[src/design/rfb_pkg.sv]
// Shared types, request codes and widths for the RGB fade and blink controller.
package rfb_pkg;

    localparam int NUM_CH   = 3;
    localparam int CH_W     = 2;
    localparam int LVL_W    = 8;
    localparam int STEP_W   = 9;
    localparam int TICKS_W  = 13;
    localparam int DIV_BITS = LVL_W;
    localparam int BIT_W    = 3;
    localparam int PADDR_W  = 3;
    localparam int PDATA_W  = 32;

    localparam logic [TICKS_W-1:0] FADE_TICKS_RST = 13'd100;

    // Register index taken from paddr[2]
    localparam logic CFG_FADE_TICKS   = 1'b0;
    localparam logic CFG_COMMON_ANODE = 1'b1;

    typedef enum logic [1:0] {
        REQ_TICK  = 2'd0,
        REQ_SET   = 2'd1,
        REQ_FADE  = 2'd2,
        REQ_BLINK = 2'd3
    } t_req;

    typedef logic [LVL_W-1:0]         t_level;
    typedef t_level [NUM_CH-1:0]      t_color;
    typedef logic signed [STEP_W-1:0] t_step;

    // Commands from the controller to the datapath
    typedef struct packed {
        logic            capture;
        logic            exec;
        logic            div_load;
        logic            div_step;
        logic            store;
        logic [CH_W-1:0] ch;
        logic            load_out;
    } t_cmd;

    // Status from the datapath to the controller
    typedef struct packed {
        logic aim;
    } t_stat;

endpackage

[src/design/rfb_ctrl.sv]
// Controller state machine: sequences capture, update, step division and result load.
module rfb_ctrl
    import rfb_pkg::*;
(
    input  logic  i_clk,
    input  logic  i_rst_n,
    input  logic  i_valid,
    output logic  o_stall,
    output logic  o_valid,
    input  logic  i_stall,
    input  t_stat i_stat,
    output t_cmd  o_cmd
);

    typedef enum logic [5:0] {
        S_IDLE   = 6'b000001,
        S_EXEC   = 6'b000010,
        S_DLOAD  = 6'b000100,
        S_DSTEP  = 6'b001000,
        S_DSTORE = 6'b010000,
        S_DONE   = 6'b100000
    } t_state;

    t_state           r_state, n_state;
    logic [CH_W-1:0]  r_ch, n_ch;
    logic [BIT_W-1:0] r_bit, n_bit;
    logic             r_out_valid, n_out_valid;

    // Next state and commands
    always_comb begin
        n_state       = r_state;
        n_ch          = r_ch;
        n_bit         = r_bit;
        o_cmd         = '0;
        o_cmd.ch      = r_ch;
        case (r_state)
            S_IDLE: begin
                if (i_valid) begin
                    o_cmd.capture = 1'b1;
                    n_state       = S_EXEC;
                end
            end
            S_EXEC: begin
                o_cmd.exec = 1'b1;
                if (i_stat.aim) begin
                    n_ch    = '0;
                    n_state = S_DLOAD;
                end else begin
                    n_state = S_DONE;
                end
            end
            S_DLOAD: begin
                o_cmd.div_load = 1'b1;
                n_bit          = '0;
                n_state        = S_DSTEP;
            end
            S_DSTEP: begin
                o_cmd.div_step = 1'b1;
                n_bit          = r_bit + 1'b1;
                if (r_bit == BIT_W'(DIV_BITS - 1)) begin
                    n_state = S_DSTORE;
                end
            end
            S_DSTORE: begin
                o_cmd.store = 1'b1;
                if (r_ch == CH_W'(NUM_CH - 1)) begin
                    n_state = S_DONE;
                end else begin
                    n_ch    = r_ch + 1'b1;
                    n_state = S_DLOAD;
                end
            end
            S_DONE: begin
                if (!r_out_valid || !i_stall) begin
                    o_cmd.load_out = 1'b1;
                    n_state        = S_IDLE;
                end
            end
            default: begin
                n_state = S_IDLE;
            end
        endcase
    end

    // Hold the result valid until taken
    always_comb begin
        n_out_valid = r_out_valid;
        if (o_cmd.load_out) begin
            n_out_valid = 1'b1;
        end else if (!i_stall) begin
            n_out_valid = 1'b0;
        end
    end

    always_ff @(posedge i_clk) begin
        if (!i_rst_n) begin
            r_state     <= S_IDLE;
            r_ch        <= '0;
            r_bit       <= '0;
            r_out_valid <= 1'b0;
        end else begin
            r_state     <= n_state;
            r_ch        <= n_ch;
            r_bit       <= n_bit;
            r_out_valid <= n_out_valid;
        end
    end

    assign o_stall = (r_state != S_IDLE);
    assign o_valid = r_out_valid;

endmodule

[src/design/rfb_dp.sv]
// Datapath: level state, serial step divider and output register.
module rfb_dp
    import rfb_pkg::*;
(
    input  logic               i_clk,
    input  logic               i_rst_n,
    input  logic [1:0]         i_req_type,
    input  logic [LVL_W-1:0]   i_red,
    input  logic [LVL_W-1:0]   i_green,
    input  logic [LVL_W-1:0]   i_blue,
    input  logic [TICKS_W-1:0] i_fade_ticks,
    input  logic               i_common_anode,
    input  t_cmd               i_cmd,
    output t_stat              o_stat,
    output logic [LVL_W-1:0]   o_drive_red,
    output logic [LVL_W-1:0]   o_drive_green,
    output logic [LVL_W-1:0]   o_drive_blue,
    output logic               o_on_target
);

    // Move one level toward its target without passing it
    function automatic t_level f_step_toward(input t_level tgt, input t_level cur,
                                             input t_step st);
        logic signed [LVL_W+1:0] nxt;
        logic signed [LVL_W+1:0] tgt_s;
        t_level                  res;
        nxt   = $signed({2'b00, cur}) + $signed({st[STEP_W-1], st});
        tgt_s = $signed({2'b00, tgt});
        if (!st[STEP_W-1] && (nxt > tgt_s)) begin
            res = tgt;
        end else if (st[STEP_W-1] && (nxt < tgt_s)) begin
            res = tgt;
        end else begin
            res = nxt[LVL_W-1:0];
        end
        return res;
    endfunction

    t_req   r_req;
    t_color r_col;
    t_color r_cur;
    t_color r_tgt;
    t_color r_blink_col;
    t_step  r_step [NUM_CH];
    logic   r_blinking;

    t_level r_dvd;
    t_level r_rem;
    logic   r_neg;

    t_level r_out_red, r_out_green, r_out_blue;
    logic   r_out_on_target;

    logic               w_at_tgt;
    t_color             w_blink_next;
    t_color             w_aim_col;
    logic               w_aim;
    logic [TICKS_W-1:0] w_div;
    t_level             w_ch_cur, w_ch_tgt;
    logic               w_pos;
    t_level             w_mag;
    logic [LVL_W:0]     w_trial;
    logic               w_ge;
    t_level             w_q;
    t_step              w_new_step;

    assign w_at_tgt = (r_cur == r_tgt);

    // Next blink target: the blink color where a channel is dark, else dark
    always_comb begin
        for (int c = 0; c < NUM_CH; c++) begin
            w_blink_next[c] = (r_cur[c] == '0) ? r_blink_col[c] : '0;
        end
    end

    // Decide whether the item sets a new target, and which
    always_comb begin
        w_aim     = 1'b0;
        w_aim_col = r_col;
        case (r_req)
            REQ_TICK: begin
                w_aim     = w_at_tgt && r_blinking;
                w_aim_col = w_blink_next;
            end
            REQ_SET:   w_aim = 1'b1;
            REQ_FADE:  w_aim = (r_col != r_tgt);
            REQ_BLINK: w_aim = (r_col != r_blink_col);
            default:   w_aim = 1'b0;
        endcase
    end

    assign o_stat.aim = w_aim;

    // Divider operands for the selected channel
    assign w_div    = (i_fade_ticks == '0) ? TICKS_W'(1) : i_fade_ticks;
    assign w_ch_cur = r_cur[i_cmd.ch];
    assign w_ch_tgt = r_tgt[i_cmd.ch];
    assign w_pos    = (w_ch_tgt >= w_ch_cur);
    assign w_mag    = w_pos ? (w_ch_tgt - w_ch_cur) : (w_ch_cur - w_ch_tgt);
    assign w_trial  = {r_rem, r_dvd[LVL_W-1]};
    assign w_ge     = ({{(TICKS_W-LVL_W-1){1'b0}}, w_trial} >= w_div);

    // Signed step; raise a zero quotient to one unit toward the target
    always_comb begin
        w_q = r_dvd;
        if ((r_dvd == '0) && (w_ch_cur != w_ch_tgt)) begin
            w_q = LVL_W'(1);
        end
        w_new_step = r_neg ? t_step'(STEP_W'(0) - {1'b0, w_q}) : t_step'({1'b0, w_q});
    end

    // Level state
    always_ff @(posedge i_clk) begin
        if (!i_rst_n) begin
            r_cur       <= '0;
            r_tgt       <= '0;
            r_blink_col <= '0;
            r_blinking  <= 1'b0;
            for (int c = 0; c < NUM_CH; c++) begin
                r_step[c] <= '0;
            end
        end else begin
            if (i_cmd.exec) begin
                case (r_req)
                    REQ_TICK: begin
                        if (!w_at_tgt) begin
                            for (int c = 0; c < NUM_CH; c++) begin
                                r_cur[c] <= f_step_toward(r_tgt[c], r_cur[c], r_step[c]);
                            end
                        end
                    end
                    REQ_SET: begin
                        r_blinking <= 1'b0;
                        r_cur      <= r_col;
                    end
                    REQ_FADE: begin
                        r_blinking <= 1'b0;
                    end
                    REQ_BLINK: begin
                        r_blinking <= 1'b1;
                        if (w_aim) begin
                            r_blink_col <= r_col;
                        end
                    end
                    default: begin
                        r_blinking <= r_blinking;
                    end
                endcase
                if (w_aim) begin
                    r_tgt <= w_aim_col;
                end
            end
            if (i_cmd.store) begin
                r_step[i_cmd.ch] <= w_new_step;
            end
        end
    end

    // Capture the item, run the restoring divider, load the result
    always_ff @(posedge i_clk) begin
        if (i_cmd.capture) begin
            r_req <= t_req'(i_req_type);
            r_col <= {i_blue, i_green, i_red};
        end
        if (i_cmd.div_load) begin
            r_rem <= '0;
            r_dvd <= w_mag;
            r_neg <= !w_pos;
        end else if (i_cmd.div_step) begin
            r_rem <= w_ge ? LVL_W'({{(TICKS_W-LVL_W-1){1'b0}}, w_trial} - w_div)
                          : w_trial[LVL_W-1:0];
            r_dvd <= {r_dvd[LVL_W-2:0], w_ge};
        end
        if (i_cmd.load_out) begin
            r_out_red       <= i_common_anode ? ~r_cur[0] : r_cur[0];
            r_out_green     <= i_common_anode ? ~r_cur[1] : r_cur[1];
            r_out_blue      <= i_common_anode ? ~r_cur[2] : r_cur[2];
            r_out_on_target <= w_at_tgt;
        end
    end

    assign o_drive_red   = r_out_red;
    assign o_drive_green = r_out_green;
    assign o_drive_blue  = r_out_blue;
    assign o_on_target   = r_out_on_target;

endmodule

[src/design/rgb_fade_blink_controller_top.sv]
// Top level of the RGB fade and blink controller: register port, controller, datapath.
//
//   channel  direction  handshake           payload
//   in       input      i_valid / o_stall   i_req_type, i_red, i_green, i_blue
//   out      output     o_valid / i_stall   o_drive_red/green/blue, o_on_target
//   cfg      input      psel/penable/pready paddr, pwdata, prdata
//
// An item that sets no new target goes from capture through the update to the result
// load; one that sets a target also runs the shared serial divider (one quotient bit
// per cycle, three channels in turn, each loaded, stepped and stored). Reset is
// synchronous and restores all levels to zero, fade_ticks to 100 and common_anode to 0.
// A stalled result waits in the output register while the next item is taken.
module rgb_fade_blink_controller_top
    import rfb_pkg::*;
(
    input  logic               i_clk,
    input  logic               i_rst_n,
    input  logic               i_valid,
    output logic               o_stall,
    input  logic [1:0]         i_req_type,
    input  logic [LVL_W-1:0]   i_red,
    input  logic [LVL_W-1:0]   i_green,
    input  logic [LVL_W-1:0]   i_blue,
    output logic               o_valid,
    input  logic               i_stall,
    output logic [LVL_W-1:0]   o_drive_red,
    output logic [LVL_W-1:0]   o_drive_green,
    output logic [LVL_W-1:0]   o_drive_blue,
    output logic               o_on_target,
    input  logic               psel,
    input  logic               penable,
    input  logic               pwrite,
    input  logic [PADDR_W-1:0] paddr,
    input  logic [PDATA_W-1:0] pwdata,
    output logic [PDATA_W-1:0] prdata,
    output logic               pready
);

    logic [TICKS_W-1:0] r_fade_ticks;
    logic               r_common_anode;
    logic               w_wr;
    t_cmd               w_cmd;
    t_stat              w_stat;

    assign pready = 1'b1;
    assign w_wr   = psel && penable && pwrite && pready;

    // Configuration registers
    always_ff @(posedge i_clk) begin
        if (!i_rst_n) begin
            r_fade_ticks   <= FADE_TICKS_RST;
            r_common_anode <= 1'b0;
        end else if (w_wr) begin
            if (paddr[2] == CFG_FADE_TICKS) begin
                r_fade_ticks <= pwdata[TICKS_W-1:0];
            end else begin
                r_common_anode <= pwdata[0];
            end
        end
    end

    // Read back
    assign prdata = (paddr[2] == CFG_COMMON_ANODE) ?
                    {{(PDATA_W-1){1'b0}}, r_common_anode} :
                    {{(PDATA_W-TICKS_W){1'b0}}, r_fade_ticks};

    rfb_ctrl u_ctrl (
        .i_clk   (i_clk),
        .i_rst_n (i_rst_n),
        .i_valid (i_valid),
        .o_stall (o_stall),
        .o_valid (o_valid),
        .i_stall (i_stall),
        .i_stat  (w_stat),
        .o_cmd   (w_cmd)
    );

    rfb_dp u_dp (
        .i_clk          (i_clk),
        .i_rst_n        (i_rst_n),
        .i_req_type     (i_req_type),
        .i_red          (i_red),
        .i_green        (i_green),
        .i_blue         (i_blue),
        .i_fade_ticks   (r_fade_ticks),
        .i_common_anode (r_common_anode),
        .i_cmd          (w_cmd),
        .o_stat         (w_stat),
        .o_drive_red    (o_drive_red),
        .o_drive_green  (o_drive_green),
        .o_drive_blue   (o_drive_blue),
        .o_on_target    (o_on_target)
    );

    // Busy right after an item is taken
    a_busy_after_accept: assert property (@(posedge i_clk) disable iff (!i_rst_n)
        (i_valid && !o_stall) |=> o_stall)
        else $error("input not stalled after item accepted");

    // Update only follows a capture
    a_exec_after_capture: assert property (@(posedge i_clk) disable iff (!i_rst_n)
        w_cmd.exec |-> $past(w_cmd.capture))
        else $error("update without captured item");

    // Divider load is followed by a divide step
    a_step_after_load: assert property (@(posedge i_clk) disable iff (!i_rst_n)
        w_cmd.div_load |=> w_cmd.div_step)
        else $error("divider loaded but not stepped");

    // Never overwrite a result that is still waiting
    a_no_overwrite: assert property (@(posedge i_clk) disable iff (!i_rst_n)
        w_cmd.load_out |-> (!o_valid || !i_stall))
        else $error("pending result overwritten");

endmodule
[config.mk]
export PLATFORM = sky130hd
export DESIGN_NAME = rgb_fade_blink_controller_top
export DESIGN_NICKNAME = d
export VERILOG_FILES = /design/src/design/rfb_pkg.sv /design/src/design/rfb_ctrl.sv /design/src/design/rfb_dp.sv /design/src/design/rgb_fade_blink_controller_top.sv
export SDC_FILE = /design/constraint.sdc
export NUM_CORES = 1
export LEC_CHECK = 0
export BUFFER_PORTS_ARGS = -buffer_cell sky130_fd_sc_hd__buf_2
export CORE_MARGIN = 10
export CORE_UTILIZATION = 50
export CTS_CLUSTER_DIAMETER = 150
export DETAILED_ROUTE_END_ITERATION = 16
export PLACE_DENSITY = 0.69
export SYNTH_ARGS = -nofsm -noshare
export SYNTH_HDL_FRONTEND = slang
export SYNTH_SLANG_ARGS = --single-unit
[constraint.sdc]
create_clock -name i_clk -period 6.64 [get_ports i_clk]
set_clock_uncertainty 0.2 [all_clocks]
set_input_delay 0.664 -clock i_clk [delete_from_list [all_inputs] [get_ports i_clk]]
set_output_delay 0.664 -clock i_clk [all_outputs]
set_load 0.005 [all_outputs]
==> flow_metrics.env, run 1 <==
export IMPL_yosysWarnings=0
export IMPL_syn_mean_instance_area_um2=9.48
export IMPL_grt_pass1_wl_mm=51.9
export IMPL_rsz0062_at_grt="no"
export IMPL_cts_htree_levels=4
export IMPL_min_period_ns=5.19
export IMPL_cp_arrival_ns=5.16
export IMPL_core_area_mm2=0.0242
export IMPL_async_flop_share=0
export IMPL_first_global_vias=9539
export IMPL_synth_top_area_frac=0.214
export IMPL_ys_seq_area_frac=0.389
export IMPL_finalSetupTns_ns=0
export IMPL_grt_max_degree=69
export IMPL_cpPeakStageDelay_ns=0.79
export IMPL_fp_dieArea_mm2=0.0311
export IMPL_worstSkewPairLatency_ns=0.45
export IMPL_place_congestion=0.934
export IMPL_peakVddDrop_uv=112
export IMPL_cpMaxStageDelayCell="nor2_1"
export IMPL_ctsResizeCount=0
export IMPL_power_density_mw_per_mm2=203
export IMPL_status="completed"
export IMPL_p_sw_frac=0.272
export IMPL_nets=1493
export IMPL_fin_ws_ns=1.45
export IMPL_crit_path_start_kind="flop"
export IMPL_drive_gt1_frac=0.133
export IMPL_p_comb_frac=0.130
export IMPL_fp_dieH_um=176
export IMPL_synth_flop_cell="dfxtp_1"
export IMPL_via_per_inst=5.78
export IMPL_grt_ovfl_total=0
export IMPL_detail_route_iter0_violations=832
export IMPL_drv_cap=0
export IMPL_hold_viol_final=0
export IMPL_path_buf_inv=1
export IMPL_reg2reg_depth=13
export IMPL_worstPathMaxFanout=19
export IMPL_die_x_um=176
export IMPL_place_area_mm2=0.0127
export IMPL_yosysUniqueCellTypes=75
export IMPL_crit_required_ns=6.61
export IMPL_cts_buffers=17
export IMPL_cts_tree="yes"
export IMPL_worstMarginPinSlew_ns=0.980
export IMPL_synth_common_cells="nor2_1, nand2_1, dfxtp_1"
export IMPL_synth_edf_count=87
export IMPL_worstSetupPathDepth=13
export IMPL_drc_errors=0
export IMPL_internal_power_uw=1960
export IMPL_fmax_mhz=193
export IMPL_path_delay_family="simple AND/OR/NAND/NOR gates"
export IMPL_numClockSinks=194
export IMPL_syn_instance_count=1288
export IMPL_num_vias=9695
export IMPL_cts_setup_buffers=0
export IMPL_clk_pin_slew_ns=0.07
export IMPL_cp_cell_sequence="inv_1, nor2_1, nand2_1, o21a_1, ha_1, a21oi_1, o21ai_1, nor2_1, mux2_2, a2111oi_0, o41ai_1, xnor2_1, o21ai_1"
export IMPL_cts_root_buf="clkbuf_16"
export IMPL_grtUsageTotal=0.209
export IMPL_hold_class="in2reg"
export IMPL_antenna_found_initial=0
export IMPL_diodes=0
export IMPL_power_frac_clock=0.380
export IMPL_post_place_cells=1646
export IMPL_wire_per_inst_um=19.5
export IMPL_period_share=0.782
export IMPL_fin_util=0.550
export IMPL_drtPass1Iterations=5
export IMPL_io_buffers=86
export IMPL_instances_no_fill=1678
export IMPL_leakage_uw=0.00589
export IMPL_wirelength_mm=32.6
export IMPL_row_count=57
export IMPL_holdBufCountCts=0
export IMPL_design_area_mm2=0.0133
export IMPL_crit_type="reg2reg"
export IMPL_yosys_register_bits=194
export IMPL_synth_area_mm2=0.0122
export IMPL_postRouteAntennaNets=0
export IMPL_yosys_area_top_type="edfxtp_1"
export IMPL_seq_power_share=0.490
export IMPL_start_util=0.505
export IMPL_cts_buffer_depth=2
export IMPL_crit_path_end_kind="flop"
export IMPL_dp_hpwl_mm=23.8
export IMPL_ioPinCount=128
export IMPL_power_switching_uw=732
export IMPL_yosysMostFrequentCell="nor2_1"
export IMPL_slew_violations=0
export IMPL_setup_viol=0
export IMPL_slew_headroom=0.345
export IMPL_pre_cts_ws_ns=1.59
export IMPL_syn2layout_area_growth_pct=8.82
export IMPL_whs_path_depth=1
export IMPL_synth_area_top_cells="edfxtp_1, dfxtp_1, ha_1"
-- power by group through the flow --
stage	clock network [uW]	registers, uW	logic (uW)
floorplan	0	1330	267
global placement	0	1350	337
detailed placement	0	1350	342
CTS	1030	1320	346
global route	1080	1320	387
finish	1020	1320	350
-- placed cells by master, fill, tap and decap left out, types with 44 or more instances in the layout --
cell / n
xnor2_1: 46
buf_2: 86
dfxtp_1: 107
mux2i_1: 63
nand2_1: 109
nor2_1: 112
ha_1: 78
inv_1: 101
xor2_1: 44
edfxtp_1: 87
o21ai_0: 48
a21oi_1: 47
-- path summary, 6_finish.rpt --
check                                    start                      endpoint  slack (ns)
setup / recovery   u_ctrl.r_ch[1]$_SDFFE_PN0P_       u_dp.r_dvd[7]$_DFFE_PP_        1.45
hold / removal                       i_blue[5]      u_dp.r_col[21]$_DFFE_PP_        0.19
setup reg to reg   u_ctrl.r_ch[1]$_SDFFE_PN0P_       u_dp.r_dvd[7]$_DFFE_PP_        1.45
hold reg to reg   r_fade_ticks[9]$_SDFFE_PN0P_  r_fade_ticks[9]$_SDFFE_PN0P_        0.28
-- state kept, by name (all words and copies together) (netlist names) --
name                cells
r_common_anode          1
u_dp.r_blinking         1
u_dp.r_step            27
u_dp.r_neg              1
u_dp.r_rem              8
u_ctrl.r_state          6
u_dp.o_drive_blue       8
u_dp.r_blink_col       24
u_ctrl.r_bit            3
u_ctrl.r_ch             2
u_ctrl.o_valid          1
u_dp.o_on_target        1
u_dp.r_req              2
u_dp.o_drive_red        8
u_dp.r_tgt             24
u_dp.r_dvd              8
u_dp.r_col             24
u_dp.r_cur             24
u_dp.o_drive_green      8
r_fade_ticks           13
-- kinds of logic after synthesis --
group	after synthesis	share of synthesized area
buffers and inverters	183	0.0716
and+or+nand+nor	374	0.147
other	2	0.000615
adders and majority gates	84	0.0898
muxes	70	0.0581
xor gates and xnor gates	90	0.0646
DFF	194	0.389
AOI/OAI and AO/OA	291	0.179
-- routing by layer --
| layer | global-route usage | up-vias | wire, um |
|---|---|---|---|
| met4 | 0.0763 | 0 | 891 |
| met5 | 0 | - | 0 |
| met3 | 0.0549 | 54 | 2630 |
| met2 | 0.338 | 369 | 15100 |
| li1 | - | 4684 | - |
| met1 | 0.264 | 4588 | 14000 |
-- stage by stage --
step	total power, uW	hold WS [ns]
3_5_place_dp	1690	0.265
2_1_floorplan	1600	0.243
4_1_cts	2700	0.182
6_report	2690	0.192
3_3_place_gp	1680	0.253
5_1_grt	2790	0.180
-- final cells by class --
type	instances	area (um^2)
clock buffer	24	514
clock inverter	8	60.1
fill	2199	10900
inverter	102	383
multi-input combinational	929	6660
sequential	194	4750
tap	324	405
timing repair buffer	97	513
(Power assumes the default switching activity.)
==> inputs of run 2 (changes only) <==
--- a/config.mk
+++ b/config.mk
@@ -5,12 +5,13 @@
 export SDC_FILE = /design/constraint.sdc
 export NUM_CORES = 1
 export LEC_CHECK = 0
+export ABC_AREA = 1
 export BUFFER_PORTS_ARGS = -buffer_cell sky130_fd_sc_hd__buf_2
 export CORE_MARGIN = 10
 export CORE_UTILIZATION = 50
 export CTS_CLUSTER_DIAMETER = 150
 export DETAILED_ROUTE_END_ITERATION = 16
-export PLACE_DENSITY = 0.69
+export PLACE_DENSITY = 0.72
 export SYNTH_ARGS = -nofsm -noshare
 export SYNTH_HDL_FRONTEND = slang
 export SYNTH_SLANG_ARGS = --single-unit
==> constraint.sdc (replaced) <==
create_clock -name i_clk -period 4.7 [get_ports i_clk]
set_clock_uncertainty 0.2 [all_clocks]
set_input_delay 0.47 -clock i_clk [delete_from_list [all_inputs] [get_ports i_clk]]
set_output_delay 0.47 -clock i_clk [all_outputs]
set_load 0.005 [all_outputs]
==> flow_metrics.env, run 2 <==
export IMPL_syn_instance_count=1582
export IMPL_core_area_mm2=0.0242
export IMPL_power_switching_uw=1530
export IMPL_setup_viol=0
export IMPL_yosysMostFrequentCell="nand2_1"
export IMPL_reg2reg_depth=12
export IMPL_cts_tree="yes"
export IMPL_synth_flop_cell="dfxtp_1"
export IMPL_drv_cap=0
export IMPL_async_flop_share=0
export IMPL_p_comb_frac=0.233
export IMPL_yosys_register_bits=194
export IMPL_crit_path_start_kind="flop"
export IMPL_post_place_cells=1947
export IMPL_crit_type="reg2reg"
export IMPL_drive_gt1_frac=0.0870
export IMPL_slew_headroom=0.332
export IMPL_min_period_ns=4.09
export IMPL_regMostFlops="u_dp.r_step"
export IMPL_total_power_uw=4630
export IMPL_crit_required_ns=4.68
export IMPL_seq_power_share=0.430
export IMPL_wire_per_inst_um=17.1
export IMPL_ioPinCount=128
export IMPL_ctsResizeCount=0
export IMPL_hold_end="u_dp.r_col[18]$_DFFE_PP_"
export IMPL_grt_pass1_wl_mm=54.3
export IMPL_synth_common_cells="nand2_1, inv_1, a21oi_1"
export IMPL_drtPass1Iterations=7
export IMPL_syn_mean_instance_area_um2=7.75
export IMPL_fp_dieArea_mm2=0.0312
export IMPL_hold_class="in2reg"
export IMPL_r2r_start="u_ctrl.r_ch[1]$_SDFFE_PN0P_"
export IMPL_layout_common_cells="nand2_1, inv_1, a21oi_1, nor2_1, dfxtp_1"
export IMPL_pre_cts_ws_ns=0.704
export IMPL_leakage_uw=0.00613
export IMPL_ys_seq_area_frac=0.388
export IMPL_synth_area_mm2=0.0123
export IMPL_cp_arrival_ns=4.06
export IMPL_nets=1818
export IMPL_place_congestion=0.981
export IMPL_cp_cell_sequence="nor2_1, clkinv_1, o21a_1, ha_1, nand2_1, nor2_1, nand4_1, a41oi_2, ha_1, nand4_1, o21ai_0, nor2_1"
export IMPL_crit_path_end_kind="flop"
export IMPL_fp_dieH_um=177
export IMPL_drc_errors=0
export IMPL_finalSetupTns_ns=0
export IMPL_yosysUniqueCellTypes=47
export IMPL_fill_cells=2239
export IMPL_status="completed"
export IMPL_numClockSinks=194
export IMPL_holdBufCountCts=24
export IMPL_peakVddDrop_uv=229
export IMPL_grt_max_degree=69
export IMPL_num_vias=11100
export IMPL_reg2reg_slack_ns=0.61
export IMPL_cts_buffers=17
export IMPL_period_share=0.869
export IMPL_power_frac_clock=0.337
export IMPL_slew_violations=0
export IMPL_row_count=57
export IMPL_worstMarginPinSlew_ns=1.00
export IMPL_cpPeakStageDelay_ns=0.45
export IMPL_synth_area_top_cells="edfxtp_1, dfxtp_1, nand2_1"
export IMPL_start_util=0.506
export IMPL_cts_buffer_depth=2
export IMPL_seqCellArea_mm2=0.00475
export IMPL_final_common_cell="nand2_1"
export IMPL_fmax_mhz=245
export IMPL_rsz0062_at_grt="no"
export IMPL_cts_setup_buffers=0
export IMPL_r2r_end="u_dp.r_step[0][8]$_SDFFCE_PN0P_"
export IMPL_antenna_found_initial=1
export IMPL_die_x_um=177
export IMPL_largest_reg_flops=27
export IMPL_internal_power_uw=3100
export IMPL_cts_root_buf="clkbuf_16"
export IMPL_multi_input_comb_area_mm2=0.00642
export IMPL_hold_viol_final=0
export IMPL_p_sw_frac=0.331
export IMPL_instances_no_fill=2003
export IMPL_synth_edf_count=87
export IMPL_power_density_mw_per_mm2=337
export IMPL_postRouteAntennaNets=0
export IMPL_diodes=0
export IMPL_cpMostUsedCell="nor2_1"
export IMPL_worstSkewPairLatency_ns=0.45
export IMPL_detail_route_iter0_violations=1156
export IMPL_clk_pin_slew_ns=0.08
export IMPL_syn2layout_area_growth_pct=11.9
export IMPL_cpMaxStageDelayCell="nor2_1"
export IMPL_first_global_vias=10400
export IMPL_path_buf_inv=1
export IMPL_yosysWarnings=0
export IMPL_via_per_inst=5.54
export IMPL_cts_htree_levels=4
export IMPL_wirelength_mm=34.3
export IMPL_fin_ws_ns=0.614
export IMPL_hp_start="i_blue[2]"
export IMPL_grt_ovfl_total=0
export IMPL_yosys_area_top_type="edfxtp_1"
export IMPL_worstPathMaxFanout=9
export IMPL_dp_hpwl_mm=25.5
export IMPL_grtUsageTotal=0.217
export IMPL_whs_path_depth=1
export IMPL_io_buffers=86
export IMPL_path_delay_family="simple AND/OR/NAND/NOR gates"
export IMPL_synth_top_area_frac=0.213
-- run 2: changes by cell type after synthesis, sizes merged, moves of 19 or more --
cell / before / now
a21oi: 49 / 177
nor3: 30 / 8
a221oi: 31 / 2
nand3: 14 / 90
a211oi: 31 / 2
o21ai: 57 / 121
inv: 102 / 197
nand2: 109 / 301
o22ai: 0 / 27
mux2i: 63 / 1
xnor2: 46 / 27
-- run 2: layout make-up --
type | instances | share of cell area
flip-flops and latches | 194 | 0.346
clock inverters | 15 | 0.0150
inverters | 199 | 0.0544
multi-input cells | 1130 | 0.467
repair buffers | 124 | 0.0565
clock buffers | 17 | 0.0310
well taps | 324 | 0.0295
-- run 2: through the flow --
step	util	area, um^2	hold WS, ns
6_report	0.566	13700	0.00879
5_1_grt	0.566	13700	0.00992
4_1_cts	0.566	13700	0.00458
3_5_place_dp	0.530	12900	0.248
3_3_place_gp	0.530	12900	0.246
2_1_floorplan	-	12300	0.229
-- run 2: layer usage --
| layer | routed length (um) | up-vias | GRT usage |
|---|---|---|---|
| met4 | 922 | 0 | 0.0813 |
| li1 | - | 5463 | - |
| met5 | 0 | - | 0 |
| met3 | 2710 | 64 | 0.0429 |
| met2 | 15500 | 430 | 0.342 |
| met1 | 15200 | 5131 | 0.290 |
-- run 2: worst max-delay path by stage --
stage	to	slack (ns)	start	cells past startpoint
after global routing	u_dp.r_tgt[15]$_SDFFE_PN0P_	0.29	u_dp.r_req[1]$_DFFE_PP_	12
after detailed placement	u_dp.r_step[0][8]$_SDFFCE_PN0P_	0.70	u_ctrl.r_ch[1]$_SDFFE_PN0P_	12
after floorplan	u_dp.r_dvd[5]$_DFFE_PP_	1.36	u_ctrl.r_ch[1]$_SDFFE_PN0P_	20
after global placement	u_dp.r_step[2][8]$_SDFFCE_PN0P_	0.72	u_ctrl.r_ch[1]$_SDFFE_PN0P_	12
after CTS	u_dp.r_step[0][8]$_SDFFCE_PN0P_	0.71	u_ctrl.r_ch[1]$_SDFFE_PN0P_	12
final	u_dp.r_step[0][8]$_SDFFCE_PN0P_	0.61	u_ctrl.r_ch[1]$_SDFFE_PN0P_	12
-- run 2: power by group through the flow --
stage | Clock, uW | Sequential, uW | Combinational, uW
after floorplan | 0 | 1990 | 829
after global placement | 0 | 2030 | 1030
after detailed placement | 0 | 2030 | 1040
after CTS | 1570 | 1990 | 1070
after global routing | 1640 | 2000 | 1230
final | 1560 | 1990 | 1080
-- run 2: cell families (layout without fill, tap and decap cells) --
logic type                 Yosys count  in the layout  share of synthesized area
and+or+nand+nor                    557            557                      0.192
adders and majority gates           84             84                     0.0894
other                                2             20                   0.000612
DFF                                194            194                      0.388
xor gates and xnor gates            88             88                     0.0628
muxes                                1              1                   0.000816
buffers and inverters              276            355                     0.0960
AOI/OAI and AO/OA                  380            380                      0.171
==> inputs of run 3 (changes only) <==
--- a/config.mk
+++ b/config.mk
@@ -11,6 +11,7 @@
 export CORE_UTILIZATION = 50
 export CTS_CLUSTER_DIAMETER = 150
 export DETAILED_ROUTE_END_ITERATION = 16
+export HOLD_SLACK_MARGIN = 0.05
 export PLACE_DENSITY = 0.72
 export SYNTH_ARGS = -nofsm -noshare
 export SYNTH_HDL_FRONTEND = slang
==> flow_metrics.env, run 3 (same netlist as run 2, synthesis figures left out) <==
export IMPL_ctsResizeCount=0
export IMPL_worstMarginPinSlew_ns=0.986
export IMPL_grtUsageTotal=0.218
export IMPL_slew_headroom=0.342
export IMPL_cp_cell_sequence="nor2_1, clkinv_1, o21a_1, ha_1, nand2_1, nor2_1, nand4_1, a41oi_2, ha_1, nand4_1, o21ai_0, nor2_1"
export IMPL_cpMostUsedCell="nor2_1"
export IMPL_start_util=0.506
export IMPL_instances_no_fill=2008
export IMPL_cts_root_buf="clkbuf_16"
export IMPL_fp_dieArea_mm2=0.0312
export IMPL_setup_viol=0
export IMPL_layout_common_cells="nand2_1, inv_1, a21oi_1, nor2_1, dfxtp_1"
export IMPL_power_frac_clock=0.336
export IMPL_post_place_cells=1947
export IMPL_power_switching_uw=1530
export IMPL_peakVddDrop_uv=230
export IMPL_finalSetupTns_ns=0
export IMPL_cts_tree="yes"
export IMPL_internal_power_uw=3100
export IMPL_grt_ovfl_total=0
export IMPL_cts_setup_buffers=0
export IMPL_largest_reg_flops=27
export IMPL_period_share=0.869
export IMPL_antenna_found_initial=1
export IMPL_num_vias=11100
export IMPL_drtPass1Iterations=6
export IMPL_wirelength_mm=34.4
export IMPL_fill_cells=2233
export IMPL_regMostFlops="u_dp.r_step"
export IMPL_cp_arrival_ns=4.06
export IMPL_postRouteAntennaNets=0
export IMPL_dp_hpwl_mm=25.5
export IMPL_grt_util_met3=0.0431
export IMPL_p_comb_frac=0.234
export IMPL_fp_dieH_um=177
export IMPL_worstSkewPairLatency_ns=0.45
export IMPL_place_congestion=0.981
export IMPL_rsz0062_at_grt="no"
export IMPL_clk_pin_slew_ns=0.08
export IMPL_drv_cap=0
export IMPL_cts_buffers=17
export IMPL_row_count=57
export IMPL_hold_class="in2reg"
export IMPL_io_buffers=86
export IMPL_status="completed"
export IMPL_busiest_layer="met2"
export IMPL_crit_type="reg2reg"
export IMPL_fmax_mhz=245
export IMPL_leakage_uw=0.00615
export IMPL_via_per_inst=5.53
export IMPL_cpPeakStageDelay_ns=0.46
export IMPL_syn2layout_area_growth_pct=12.4
export IMPL_die_x_um=177
export IMPL_grt_use_met2=0.345
export IMPL_drive_gt1_frac=0.0867
export IMPL_worstPathMaxFanout=9
export IMPL_ioPinCount=128
export IMPL_final_common_cell="nand2_1"
export IMPL_numClockSinks=194
export IMPL_total_power_uw=4630
export IMPL_crit_path_end_kind="flop"
export IMPL_crit_required_ns=4.68
export IMPL_cts_buffer_depth=2
export IMPL_grt_max_degree=69
export IMPL_drc_errors=0
export IMPL_wire_per_inst_um=17.1
export IMPL_path_buf_inv=1
export IMPL_power_density_mw_per_mm2=336
export IMPL_first_global_vias=10400
export IMPL_seq_power_share=0.431
export IMPL_path_delay_family="simple AND/OR/NAND/NOR gates"
export IMPL_min_period_ns=4.08
export IMPL_slew_violations=0
export IMPL_grt_pass1_wl_mm=54.5
export IMPL_nets=1823
export IMPL_p_sw_frac=0.330
export IMPL_crit_path_start_kind="flop"
export IMPL_core_area_mm2=0.0242
export IMPL_diodes=0
export IMPL_use_met1=0.291
export IMPL_cpMaxStageDelayCell="nor2_1"
export IMPL_cts_htree_levels=4
export IMPL_hold_viol_final=0
export IMPL_detail_route_iter0_violations=1083
[run 3: power groups by stage]
stage / clock network (uW) / registers, uW / logic (uW)
finish: 1560 / 1990 / 1080
global route: 1640 / 2000 / 1240
CTS: 1570 / 1990 / 1070
detailed placement: 0 / 2030 / 1040
global placement: 0 / 2030 / 1030
floorplan: 0 / 1990 / 829
[run 3: cell type report]
type                    instances  area, um^2  area share
clock buffers                  17         425      0.0309
multi-input cells            1130        6420       0.466
repair buffers                129         826      0.0599
flip-flops and latches        194        4750       0.345
well taps                     324         405      0.0294
clock inverters                15         206      0.0150
inverters                     199         747      0.0542
[run 3: worst paths after layout]
kind,start,end,slack [ns],cells after the start
max,u_ctrl.r_ch[1]$_SDFFE_PN0P_,u_dp.r_step[0][8]$_SDFFCE_PN0P_,0.62,12
min,pwdata[4],r_fade_ticks[4]$_SDFFE_PN0P_,0.1,3
max reg2reg,u_ctrl.r_ch[1]$_SDFFE_PN0P_,u_dp.r_step[0][8]$_SDFFCE_PN0P_,0.62,12
min reg2reg,u_dp.r_blink_col[8]$_SDFFE_PN0P_,u_dp.r_blink_col[8]$_SDFFE_PN0P_,0.26,2
[run 3: repair_timing]
action	in CTS	in global routing
hold buffers	29	0
hold endpoints to repair	29	0
endpoints found under the setup margin	0	0
[run 3: stage by stage]
stage,worst slack (ns),hold slack (ns),util,area [um^2]
floorplan,1.36,0.229,-,12300
global placement,0.720,0.246,0.530,12900
detailed placement,0.704,0.248,0.530,12900
CTS,0.707,0.0925,0.568,13800
global route,0.286,0.104,0.568,13800
finish,0.615,0.0987,0.568,13800
[run 3: worst reg2reg max path: cells and delay by family, from the launching register on]
kind | cells | cell delay [ns]
AOI/OAI and AO/OA | 3 | 1.07
adders and majority gates | 2 | 0.64
buffers and inverters | 1 | 0.38
and+or+nand+nor | 6 | 1.13
DFF | 1 | 0.40
[run 3: metal layers]
| metal | wire (um) | share of wire |
|---|---|---|
| met5 | 0 | 0 |
| met4 | 965 | 0.028 |
| met3 | 2840 | 0.083 |
| met2 | 15600 | 0.45 |
| met1 | 15000 | 0.44 |
